===== src/rtl/scac_tag_ram.sv =====
// ---------------------------------------------------------------------------
// scac_tag_ram
// Single-port-write, single-read synchronous RAM holding one set per row.
// ---------------------------------------------------------------------------
module scac_tag_ram #(
  parameter int DATA_W = 8,
  parameter int DEPTH  = 64,
  parameter int ADDR_W = 6
) (
  input  logic              clk,
  input  logic              wr_en,
  input  logic [ADDR_W-1:0] wr_addr,
  input  logic [DATA_W-1:0] wr_data,
  input  logic              rd_en,
  input  logic [ADDR_W-1:0] rd_addr,
  output logic [DATA_W-1:0] rd_data
);

  logic [DATA_W-1:0] mem [DEPTH];
  logic [DATA_W-1:0] rd_data_r;

  always_ff @(posedge clk) begin
    if (wr_en) begin
      mem[wr_addr] <= wr_data;
    end
  end

  always_ff @(posedge clk) begin
    if (rd_en) begin
      rd_data_r <= mem[rd_addr];
    end
  end

  assign rd_data = rd_data_r;

endmodule


===== config.mk =====
export PLATFORM = sky130hd
export DESIGN_NAME = scac_tag_ram
export DESIGN_NICKNAME = d
export VERILOG_FILES = /design/src/rtl/scac_tag_ram.sv
export SDC_FILE = /design/constraint.sdc
export NUM_CORES = 1
export LEC_CHECK = 0
export BUFFER_PORTS_ARGS = -buffer_cell sky130_fd_sc_hd__buf_4
export CAP_MARGIN = 20
export CORE_MARGIN = 3
export CORE_UTILIZATION = 65
export CTS_CLUSTER_DIAMETER = 100
export CTS_CLUSTER_SIZE = 28
export DETAILED_ROUTE_END_ITERATION = 10
export PLACE_DENSITY = 0.92
export SYNTH_ARGS = -nofsm -noshare
export SYNTH_HDL_FRONTEND = slang
export SYNTH_SLANG_ARGS = --single-unit

===== constraint.sdc =====
create_clock -name clk -period 3.15 [get_ports clk]
set_input_delay 0.4725 -clock clk [delete_from_list [all_inputs] [get_ports clk]]
set_output_delay 0.4725 -clock clk [all_outputs]
set_load 0.02 [all_outputs]

==> impl_metrics.env <==
export IMPL_drt_initial_drc_count=1577
export IMPL_finalHoldViolCount=0
export IMPL_path_cells="clkbuf_8, buf_12, mux4_2, nor2b_1, a2111oi_0, o41ai_1"
export IMPL_avgRoutedWirePerCell_um=34.0
export IMPL_fp_dieW_um=182
export IMPL_antenna_cells=0
export IMPL_dieArea_mm2=0.0333
export IMPL_htreeDepth=1
export IMPL_ir_worst_vdd_v=0.000426
export IMPL_vias_per_cell=7.43
export IMPL_power_internal_w=0.00927
export IMPL_p_seq_share_pct=65.7
export IMPL_synth_edff_count=520
export IMPL_yosysMostFrequentCell="edfxtp_1"
export IMPL_critical_path_required_ns=3.44
export IMPL_rsz0062_at_grt="false"
export IMPL_cpLargestDelayFamily="compound AO/OA/AOI/OAI gates"
export IMPL_path_buf_inv=2
export IMPL_rr_endpoint="rd_data[4]"
export IMPL_period_minus_slack_ns=2.36
export IMPL_synth_top_area_share_pct=77.1
export IMPL_postRouteAntennaNets=0
export IMPL_grt_start_max_net_pins=65
export IMPL_p_comb_share_pct=6.3
export IMPL_insertion_delay_ns=0.56
export IMPL_synth_top_family_by_area="multiplexers"
export IMPL_hold_buffers=0
export IMPL_clock_skew_ns=0.0235
export IMPL_startpoint="rd_addr[0]"
export IMPL_endpoint_kind="register"
export IMPL_antenna_found_initial=1
export IMPL_drt_total_wl_um=47600
export IMPL_critPathArrivalTime_ns=2.65
export IMPL_critPathMaxFanout=29
export IMPL_detailed_place_hpwl_um=27200
export IMPL_synth_simple_area_share_pct=3.37
export IMPL_rr_startpoint="mem[21][4]"
export IMPL_overflow=0
export IMPL_fin_tns_setup_ns=0
export IMPL_start_util_pct=67.1
export IMPL_synthTopCellsByArea="edfxtp_1 77%, mux4_2 14%, nor2_1 1.5%, mux2i_1 1.1%, mux2_2 0.72%"
export IMPL_synth_area_mm2=0.0202
export IMPL_synth_common_cells="520 x edfxtp_1, 126 x mux4_2, 83 x nor2_1"
export IMPL_power_density_mw_per_mm2=537
export IMPL_std_cell_rows=63
export IMPL_power_leakage_nw=6.78
export IMPL_report_final_slew_viol_count=0
export IMPL_synth_xor_xnor_area_share_pct=0
export IMPL_grt_pass1_wl_um=70700
export IMPL_path_clk_slew_ns=0.11
export IMPL_p_clk_share_pct=28.0
export IMPL_critPathSlowestCell="a2111oi_0"
export IMPL_cp_endpoint="rd_data[3]"
export IMPL_gp_congestion=0.803
export IMPL_cts_sinks=520
export IMPL_yosys_warnings=0
export IMPL_clockRootBuffer="clkbuf_16"
export IMPL_num_vias=10400
export IMPL_synth_mux_area_share_pct=15.9
export IMPL_syn_num_nets=963
export IMPL_area_growth_syn_to_layout_pct=7.74
export IMPL_synth_fa_ha_area_share_pct=0
export IMPL_cts_made_buffers=22
export IMPL_swShare_pct=20.8
export IMPL_worst_slew_pin_transition_ns=0.889
export IMPL_fin_nets=1034
export IMPL_fmax_mhz=424
export IMPL_netlist_cell_type_count=39
export IMPL_core_area_mm2=0.0302
export IMPL_drive_gt1_share_pct=26.0
export IMPL_nFillCells=1577
export IMPL_post_cts_setup_buffers=0
export IMPL_synthFlopType="edfxtp_1"
export IMPL_start_kind="primary input"
export IMPL_r2r_slack_ns=0.84
export IMPL_synth_compound_area_share_pct=2.06
export IMPL_fin_crit_sh_pct=74.9
export IMPL_p_sw_w=0.00244
export IMPL_slowest_delay_ns=0.64
export IMPL_grt_util_all_layers_pct=29.0
export IMPL_syn_area_per_cell_um2=21.5
export IMPL_cts_resized=0
export IMPL_die_h_um=182
export IMPL_crit_type="primary input to register"
export IMPL_relSlewSlack_pct=40.5
export IMPL_synth_top_cell_by_area="edfxtp_1"
export IMPL_r2r_cells=5
export IMPL_cts_tree="built"
export IMPL_syn_inst=940
export IMPL_cts_buffer_depth=3
export IMPL_maxCapViolCount=0
export IMPL_io_buffers=30
export IMPL_ys_ff_latch=520
export IMPL_setup_viol_count_final=0
export IMPL_grt_pass1_vias=10400
export IMPL_hp_class="primary input to register"
export IMPL_io_pins=31
export IMPL_firstDrtPassIters=7
export IMPL_drcViolationCount=0
export IMPL_outcome="finished, final reports clean"
export IMPL_postSynth_asyncResetShare_pct=0
export IMPL_cp_num_cells=6
export IMPL_ys_seq_area_share_pct=77.1
export IMPL_p_total_w=0.0117
==> metrics by stage <==
stage                     setup WS (ns)  instances  instance area (µm²)  util (%)  hold slack (ns)
after CTS                         0.799       1401                21800      72.3            0.206
after detailed placement          0.306       1377                21200      70.3            0.779
final                             0.791       1401                21800      72.3            0.221
after global placement            0.337       1377                21200      70.3            0.777
after floorplan                   0.871        940                20200         -            0.571
after global routing              0.712       1401                21800      72.3            0.220
==> layer usage <==
layer,up-vias,wire length [µm],track usage (%)
li1,4026,-,-
met1,5247,16300,41.7
met2,979,23400,46.8
met3,160,5710,4.56
met4,2,2120,10.2
met5,-,11,0
==> worst register-to-register path, stage by stage (launching register included) <==
cell	delay (ns)
edfxtp_1	0.40
mux4_2	0.49
mux2_2	0.29
o221a_2	0.27
nor3_1	0.44
o32ai_1	0.17
==> sequential cells by signal, summed over array words and instances (netlist names) <==
signal and cells:
mem 512, rd_data 8
==> worst min path at each step <==
stage,start,to,slack [ns],cells past startpoint
CTS,rd_en,rd_data[0],0.21,1
global placement,rd_en,rd_data[0],0.78,1
detailed placement,rd_en,rd_data[0],0.78,1
finish,rd_en,rd_data[2],0.22,1
global route,rd_en,rd_data[0],0.22,1
floorplan,wr_data[0],mem[0][0],0.57,0
==> cell usage in the layout, fill, tap and decap left out, drive strengths merged, types with 8 or more instances in the layout <==
| cell | instances |
|---|---|
| clkbuf | 24 |
| nand3 | 13 |
| nand2 | 19 |
| buf | 97 |
| o22ai | 8 |
| mux4 | 126 |
| o221ai | 8 |
| nor2b | 14 |
| nor2 | 83 |
| mux2 | 13 |
| edfxtp | 520 |
| mux2i | 23 |
==> power groups by stage <==
stage | Clock, W | Sequential (W) | Combinational (W)
3_3_place_gp | 0 | 0.00784 | 0.000680
3_5_place_dp | 0 | 0.00784 | 0.000714
2_1_floorplan | 0 | 0.00784 | 0.000408
4_1_cts | 0.00328 | 0.00769 | 0.000730
5_1_grt | 0.00349 | 0.00769 | 0.000770
6_report | 0.00328 | 0.00769 | 0.000740
==> cells by family after synthesis <==
| group | after synthesis |
|---|---|
| compound gates | 54 |
| buf+inv | 51 |
| flops | 520 |
| mux | 162 |
| simple gates | 153 |
==> area by class of cell <==
class                   instances  area (µm²)  share of cell area, %
multi-input cells             369        4320                   19.8
well taps                     390         488                   2.24
flip-flops and latches        520       15600                   71.6
repair buffers                 98         805                   3.69
clock buffers                  23         576                   2.64
clock inverters                 1        16.3                 0.0746
Power figures use the tool's default switching activity.
