## config.mk

```make
export PLATFORM = sky130hd
export DESIGN_NAME = scac_way_match
export DESIGN_NICKNAME = d
export VERILOG_FILES = /design/src/rtl/scac_pkg.sv /design/src/rtl/scac_way_match.sv
export SDC_FILE = /design/constraint.sdc
export NUM_CORES = 1
export LEC_CHECK = 0
export ABC_CLOCK_PERIOD_IN_PS = 5000
export BUFFER_PORTS_ARGS = -buffer_cell sky130_fd_sc_hd__buf_4
export CORE_AREA = 2 2 222 224
export DETAILED_ROUTE_END_ITERATION = 16
export DIE_AREA = 0 0 224 226
export GPL_TIMING_DRIVEN = 1
export PLACE_DENSITY = 0.36
export SETUP_SLACK_MARGIN = 0.4
export SLEW_MARGIN = 20
export SYNTH_ARGS = -nofsm -noshare
export SYNTH_HDL_FRONTEND = slang
export SYNTH_SLANG_ARGS = --single-unit
```

## constraint.sdc

```tcl
create_clock -name vclk -period 5
set_input_delay 0.25 -clock vclk [all_inputs]
set_output_delay 0.25 -clock vclk [all_outputs]
set_load 0.1 [all_outputs]
```

## src/rtl/scac_pkg.sv

```systemverilog
// ---------------------------------------------------------------------------
// scac_pkg
// Shared types and constants for the set-associative cache tag lookup.
// ---------------------------------------------------------------------------
package scac_pkg;

  localparam int ADDR_IN_W  = 32;
  localparam int TAG_W      = 32;
  localparam int WAY_OUT_W  = 3;
  localparam int SET_OUT_W  = 6;
  localparam int TOTAL_W    = 32;
  localparam int CFG_IDX_W  = 2;
  localparam int CFG_DATA_W = 4;

  // configuration register indexes
  localparam logic [CFG_IDX_W-1:0] REG_LINE_OFFSET = 2'd0;
  localparam logic [CFG_IDX_W-1:0] REG_SET_INDEX   = 2'd1;
  localparam logic [CFG_IDX_W-1:0] REG_WAYS        = 2'd2;

  localparam logic [3:0] LINE_OFFSET_RST = 4'd4;
  localparam logic [2:0] SET_INDEX_RST   = 3'd2;
  localparam logic [3:0] WAYS_RST        = 4'd2;
  localparam logic [3:0] MAX_OFFSET_BITS = 4'd12;

  // way index wide enough for the largest supported associativity (32)
  typedef logic [4:0] way_idx_t;

  typedef struct packed {
    logic     hit;
    way_idx_t way;
  } match_t;

endpackage

```

## src/rtl/scac_way_match.sv

```systemverilog
// ---------------------------------------------------------------------------
// scac_way_match
// Parallel tag compare over one set, FIFO victim choice and row update.
// ---------------------------------------------------------------------------
module scac_way_match #(
  parameter int MAX_WAYS = 8,
  parameter int PTR_W    = 3,
  parameter int CNT_W    = 4
) (
  input  logic [MAX_WAYS*scac_pkg::TAG_W-1:0] tags,
  input  logic [MAX_WAYS-1:0]                 valid,
  input  logic [PTR_W-1:0]                    ptr,
  input  logic [scac_pkg::TAG_W-1:0]          tag,
  input  logic [CNT_W-1:0]                    ways,
  output scac_pkg::match_t                    match,
  output logic [MAX_WAYS*scac_pkg::TAG_W-1:0] tags_new,
  output logic [MAX_WAYS-1:0]                 valid_new,
  output logic [PTR_W-1:0]                    ptr_new
);

  localparam int TW = scac_pkg::TAG_W;

  logic                hit;
  scac_pkg::way_idx_t  hit_way;
  logic [PTR_W-1:0]    fill;
  logic [CNT_W-1:0]    fill_inc;

  // lowest matching way wins: scan from the top down
  always_comb begin
    hit     = 1'b0;
    hit_way = '0;
    for (int w = MAX_WAYS - 1; w >= 0; w--) begin
      if ((CNT_W'(w) < ways) && valid[w] && (tags[w*TW +: TW] == tag)) begin
        hit     = 1'b1;
        hit_way = scac_pkg::way_idx_t'(w);
      end
    end
  end

  // a stale pointer past the current associativity restarts at way 0
  always_comb begin
    fill     = (CNT_W'(ptr) >= ways) ? '0 : ptr;
    fill_inc = CNT_W'(fill) + CNT_W'(1);
    ptr_new  = (fill_inc >= ways) ? '0 : PTR_W'(fill_inc);
  end

  always_comb begin
    valid_new           = valid;
    valid_new[fill]     = 1'b1;
    tags_new            = tags;
    tags_new[fill*TW +: TW] = tag;
  end

  always_comb begin
    match.hit = hit;
    match.way = hit ? hit_way : scac_pkg::way_idx_t'(fill);
  end

endmodule

```

==> results.sh, run 1 <==
export IMPL_die_x_um=224
export IMPL_gr_total_overflow=0
export IMPL_yosys_area_top_type="xor2_1"
export IMPL_grt_pass1_wl_um=89400
export IMPL_worstMarginPinSlew_ns=1.03
export IMPL_ioPinCount=576
export IMPL_gp_congestion=0.870
export IMPL_num_rows=81
export IMPL_grt_use_met1_pct=35.0
export IMPL_setup_viol_count_final=0
export IMPL_avgRoutedWirePerCell_um=30.9
export IMPL_start_util_pct=14.5
export IMPL_antenna_found_initial=3
export IMPL_drv_slew=0
export IMPL_holdBufCountCts=0
export IMPL_start_kind="input pin"
export IMPL_fin_crit_ns=4.40
export IMPL_grt_usage_pct=25.5
export IMPL_drtPass1Iterations=5
export IMPL_first_iter_violations=875
export IMPL_critical_path_arrival_ns=4.15
export IMPL_worstPathCellList="buf_4, inv_1, ha_1, nand2b_1, a21o_1, a21oi_2, or2_1, nand2_1, ha_1, ha_1, nor2_1, nand2_2, buf_12, o31ai_1, buf_4"
export IMPL_ys_seq_area_share_pct=0
export IMPL_postRouteAntennaNets=0
export IMPL_core_um2=48300
export IMPL_grt_pass1_vias=10200
export IMPL_syn_inst=1086
export IMPL_drive_above_1_share_pct=39.3
export IMPL_required_ns=4.75
export IMPL_max_cap_viol_count=0
export IMPL_rsz0062_at_grt="no"
export IMPL_status="completed"
export IMPL_netlist_top_cells_area="xor2_1 (19%), o31ai_1 (14%), nand2_1 (13%), xnor2_1 (13%), o21ai_1 (7.2%)"
export IMPL_grt_busiest_layer="met2"
export IMPL_p_leak_uw=0.00560
export IMPL_cpMaxStageDelayCell="o31ai_1"
export IMPL_power_uw=2920
export IMPL_die_area_um2=50600
export IMPL_ys_types=45
export IMPL_fin_crit_sh_pct=88.0
export IMPL_final_common_cell="buf_4"
export IMPL_layout_common_cells="buf_4 (591), nand2_1 (234), xor2_1 (155)"
export IMPL_slew_headroom_pct=30.5
export IMPL_dpl_hpwl_um=56200
export IMPL_cpPeakStageDelay_ns=0.52
export IMPL_post_cts_buffers=0
export IMPL_cts_resized_gates=0
export IMPL_critical_path_buf_inv_count=4
export IMPL_register_area_um2=0
export IMPL_fin_nets=1903
export IMPL_multi_input_area_um2=6510
export IMPL_endpoint_kind="primary output"
export IMPL_via_per_inst=4.67
export IMPL_synth_top_area_share_pct=19.4
export IMPL_syn_to_final_growth_pct=69.7
export IMPL_path_max_fanout=35
export IMPL_fmax_mhz=227
export IMPL_io_buffer_count=574
export IMPL_clock_buffers=0
export IMPL_wirelength_um=68200
export IMPL_met3_usage_pct=3.30
export IMPL_n_fill_cell=5532
export IMPL_vias=10300
export IMPL_p_per_area_nw_per_um2=246
export IMPL_syn_avg_cell_area_um2=6.44
export IMPL_setup_worst_path_class="in2out"
export IMPL_grt_use_met2_pct=44.4
export IMPL_cp_top_family="simple AND/OR/NAND/NOR gates"
export IMPL_drc=0
export IMPL_max_vdd_ir_drop_mv=0.103
export IMPL_die_h_um=226
export IMPL_synth_area_um2=6990
export IMPL_cp_common_cell="ha_1"
export IMPL_ys_warnings_count=0
export IMPL_design_seq_count=0
export IMPL_grt_max_degree=65
export IMPL_hold_viol=0
export IMPL_tns_ns=0
export IMPL_hp_class="in2out"
-- path summary, 6_finish.rpt --
check,from,end,slack (ns),depth (start not counted)
worst max-delay path,ptr[0],tags_new[234],0.60,15
worst min-delay path,valid[4],valid_new[4],0.94,3
-- layer usage --
metal	part of all wire, %	vias to the layer above
li1	-	4785
met1	46	5068
met3	5.7	33
met4	0.67	2
met2	48	417
met5	0.019	-
-- Yosys cell counts, drive strengths merged, types with 6 or more instances --
master / instances
mux2: 32
o21ai: 101
nand2b: 68
nand2: 241
xnor2: 102
clkbuf: 57
a21o: 7
buf: 43
nand4: 31
nand3: 12
nor4: 40
xor2: 155
nor3: 6
o31ai: 128
ha: 14
inv: 6
nor2: 12
-- logic make-up after synthesis --
group                    Yosys count  share of synthesized area, %
AND/OR/NAND/NOR                  425                          28.8
XOR/XNOR                         257                          32.2
AO/OA/AOI/OAI                    251                          23.4
buffers and inverters            106                          7.87
multiplexers                      32                          5.15
adder cells (fa/ha/maj)           14                          2.50
other                              1                        0.0536
-- metrics by stage --
step | cell area [um^2] | cells | setup slack [ns] | util (%) | hold slack (ns)
finish | 11900 | 2207 | 0.598 | 24.6 | 0.943
global route | 11900 | 2207 | 0.423 | 24.6 | 0.957
CTS | 11900 | 2206 | 0.656 | 24.6 | 0.944
detailed placement | 11900 | 2206 | 0.675 | 24.6 | 0.942
global placement | 11900 | 2206 | 0.678 | 24.6 | 0.944
floorplan | 7040 | 1087 | 0.0312 | - | 0.897
-- report_power, final --
part	internal [uW]	leakage [uW]	switching, uW
combinational	655	0.00560	2270
sequential	0	0	0
clock	0.0000268	0.00000000634	0
total	655	0.00560	2270
-- cell type report --
class / count / share of cell area, %
Multi-Input combinational cell: 981 / 54.9
Inverter: 6 / 0.190
Antenna cell: 1 / 0.0211
Timing Repair Buffer: 597 / 38.4
Tap cell: 622 / 6.55
Note: power is estimated with default switching activity, not from simulation.
==> inputs of run 2 (changes only) <==
BUFFER_PORTS_ARGS = -buffer_cell sky130_fd_sc_hd__buf_2   (was -buffer_cell sky130_fd_sc_hd__buf_4)
==> results.sh, run 2 (synthesized netlist as in run 1, its figures left out) <==
export IMPL_status="completed"
export IMPL_final_common_cell="buf_2"
export IMPL_p_leak_uw=0.00516
export IMPL_layout_common_cells="buf_2 (572), nand2_1 (234), xor2_1 (155)"
export IMPL_fin_crit_sh_pct=90.1
export IMPL_first_iter_violations=771
export IMPL_postRouteAntennaNets=0
export IMPL_cp_depth=15
export IMPL_critical_path_buf_inv_count=4
export IMPL_drc=0
export IMPL_path_max_fanout=22
export IMPL_endpoint_kind="primary output"
export IMPL_min_to="tags_new[167]"
export IMPL_die_x_um=224
export IMPL_drive_above_1_share_pct=39.4
export IMPL_grt_usage_pct=25.4
export IMPL_slew_headroom_pct=33.6
export IMPL_worstPathCellList="buf_2, inv_1, ha_1, nand2b_1, a21o_1, a21oi_2, or2_1, nand2_1, ha_1, ha_1, nor2b_1, nand2_2, buf_4, o31ai_1, clkbuf_4"
export IMPL_wirelength_um=68100
export IMPL_clock_buffers=0
export IMPL_fmax_mhz=222
export IMPL_worstMarginPinSlew_ns=0.987
export IMPL_cp_top_family="simple AND/OR/NAND/NOR gates"
export IMPL_rsz0062_at_grt="yes"
export IMPL_hold_depth=4
export IMPL_vias=10500
export IMPL_avgRoutedWirePerCell_um=30.8
export IMPL_design_seq_count=0
export IMPL_dp_cells=2210
export IMPL_start_util_pct=14.5
export IMPL_cp_common_cell="ha_1"
export IMPL_max_cap_viol_count=0
export IMPL_multi_input_area_um2=6520
export IMPL_register_area_um2=0
export IMPL_gp_congestion=0.868
export IMPL_die_area_um2=50600
export IMPL_num_rows=81
export IMPL_holdBufCountCts=0
export IMPL_die_h_um=226
export IMPL_critical_path_arrival_ns=4.25
export IMPL_dpl_hpwl_um=55800
export IMPL_holdWs_ns=0.994
export IMPL_start_kind="input pin"
export IMPL_io_buffer_count=574
export IMPL_core_um2=48300
export IMPL_max_vdd_ir_drop_mv=0.117
export IMPL_n_antenna_cell=0
export IMPL_hold_viol=0
export IMPL_syn_to_final_growth_pct=50.1
export IMPL_fin_util_pct=21.7
export IMPL_fin_nets=1907
export IMPL_cpPeakStageDelay_ns=0.49
export IMPL_antenna_found_initial=7
export IMPL_n_fill_cell=5638
export IMPL_stdcell_count=2210
export IMPL_setup_worst_path_class="in2out"
export IMPL_gr_total_overflow=0
export IMPL_min_delay_start="tags[167]"
export IMPL_fin_crit_ns=4.50
export IMPL_drtPass1Iterations=5
export IMPL_via_per_inst=4.77
export IMPL_tns_ns=0
export IMPL_grt_pass1_wl_um=87700
export IMPL_required_ns=4.75
export IMPL_cpMaxStageDelayCell="o31ai_1"
export IMPL_grt_max_degree=65
export IMPL_ioPinCount=576
export IMPL_hp_class="in2out"
export IMPL_drv_slew=0
export IMPL_p_per_area_nw_per_um2=262
export IMPL_grt_pass1_vias=10300
export IMPL_setup_viol_count_final=0
==> run 2: power by group <==
| part | switching [uW] | internal, uW |
|---|---|---|
| sequential | 0 | 0 |
| combinational | 2270 | 484 |
| clock | 0 | 0 |
==> run 2: metrics by stage <==
stage | area, um^2 | setup slack, ns | total power [uW]
after CTS | 10500 | 0.475 | 2750
after detailed placement | 10500 | 0.491 | 2740
after global routing | 10500 | 0.324 | 2840
after global placement | 10500 | 0.489 | 2740
after floorplan | 7040 | 0.0312 | 2000
final | 10500 | 0.495 | 2750
==> run 2: routing by layer <==
layer	part of all wire (%)	vias to the layer above	global-route usage [%]
met3	7.9	61	5.15
met5	0.081	-	0
met4	1.8	8	4.15
met2	47	569	43.3
met1	43	5094	33.3
li1	-	4803	-
==> run 2: worst max path at each step <==
stage	slack (ns)	endpoint	from
after floorplan	0.03	tags_new[227]	ptr[0]
after global placement	0.49	tags_new[67]	ptr[0]
after detailed placement	0.49	tags_new[67]	ptr[0]
after CTS	0.48	tags_new[67]	ptr[0]
after global routing	0.32	tags_new[67]	ptr[0]
final	0.50	tags_new[67]	ptr[0]
==> run 2: tightest hold or removal path, delay by kind of cell <==
kind                   cells  cell delay, ns
buffers and inverters      2            0.40
AO/OA/AOI/OAI              1            0.05
AND/OR/NAND/NOR            1            0.05
==> run 2: layout make-up <==
type                       instances  share of cell area, %
tap                              622                   7.41
timing repair buffer             601                   30.3
multi-input combinational        981                   62.1
inverter                           6                  0.215
==> run 2: timing repair <==
item / 4_1_cts / 5_1_grt
endpoints found under the hold margin: 0 / 0
gates resized for setup: 0 / 3
setup endpoints to repair: 0 / 22
setup buffers: 0 / 0
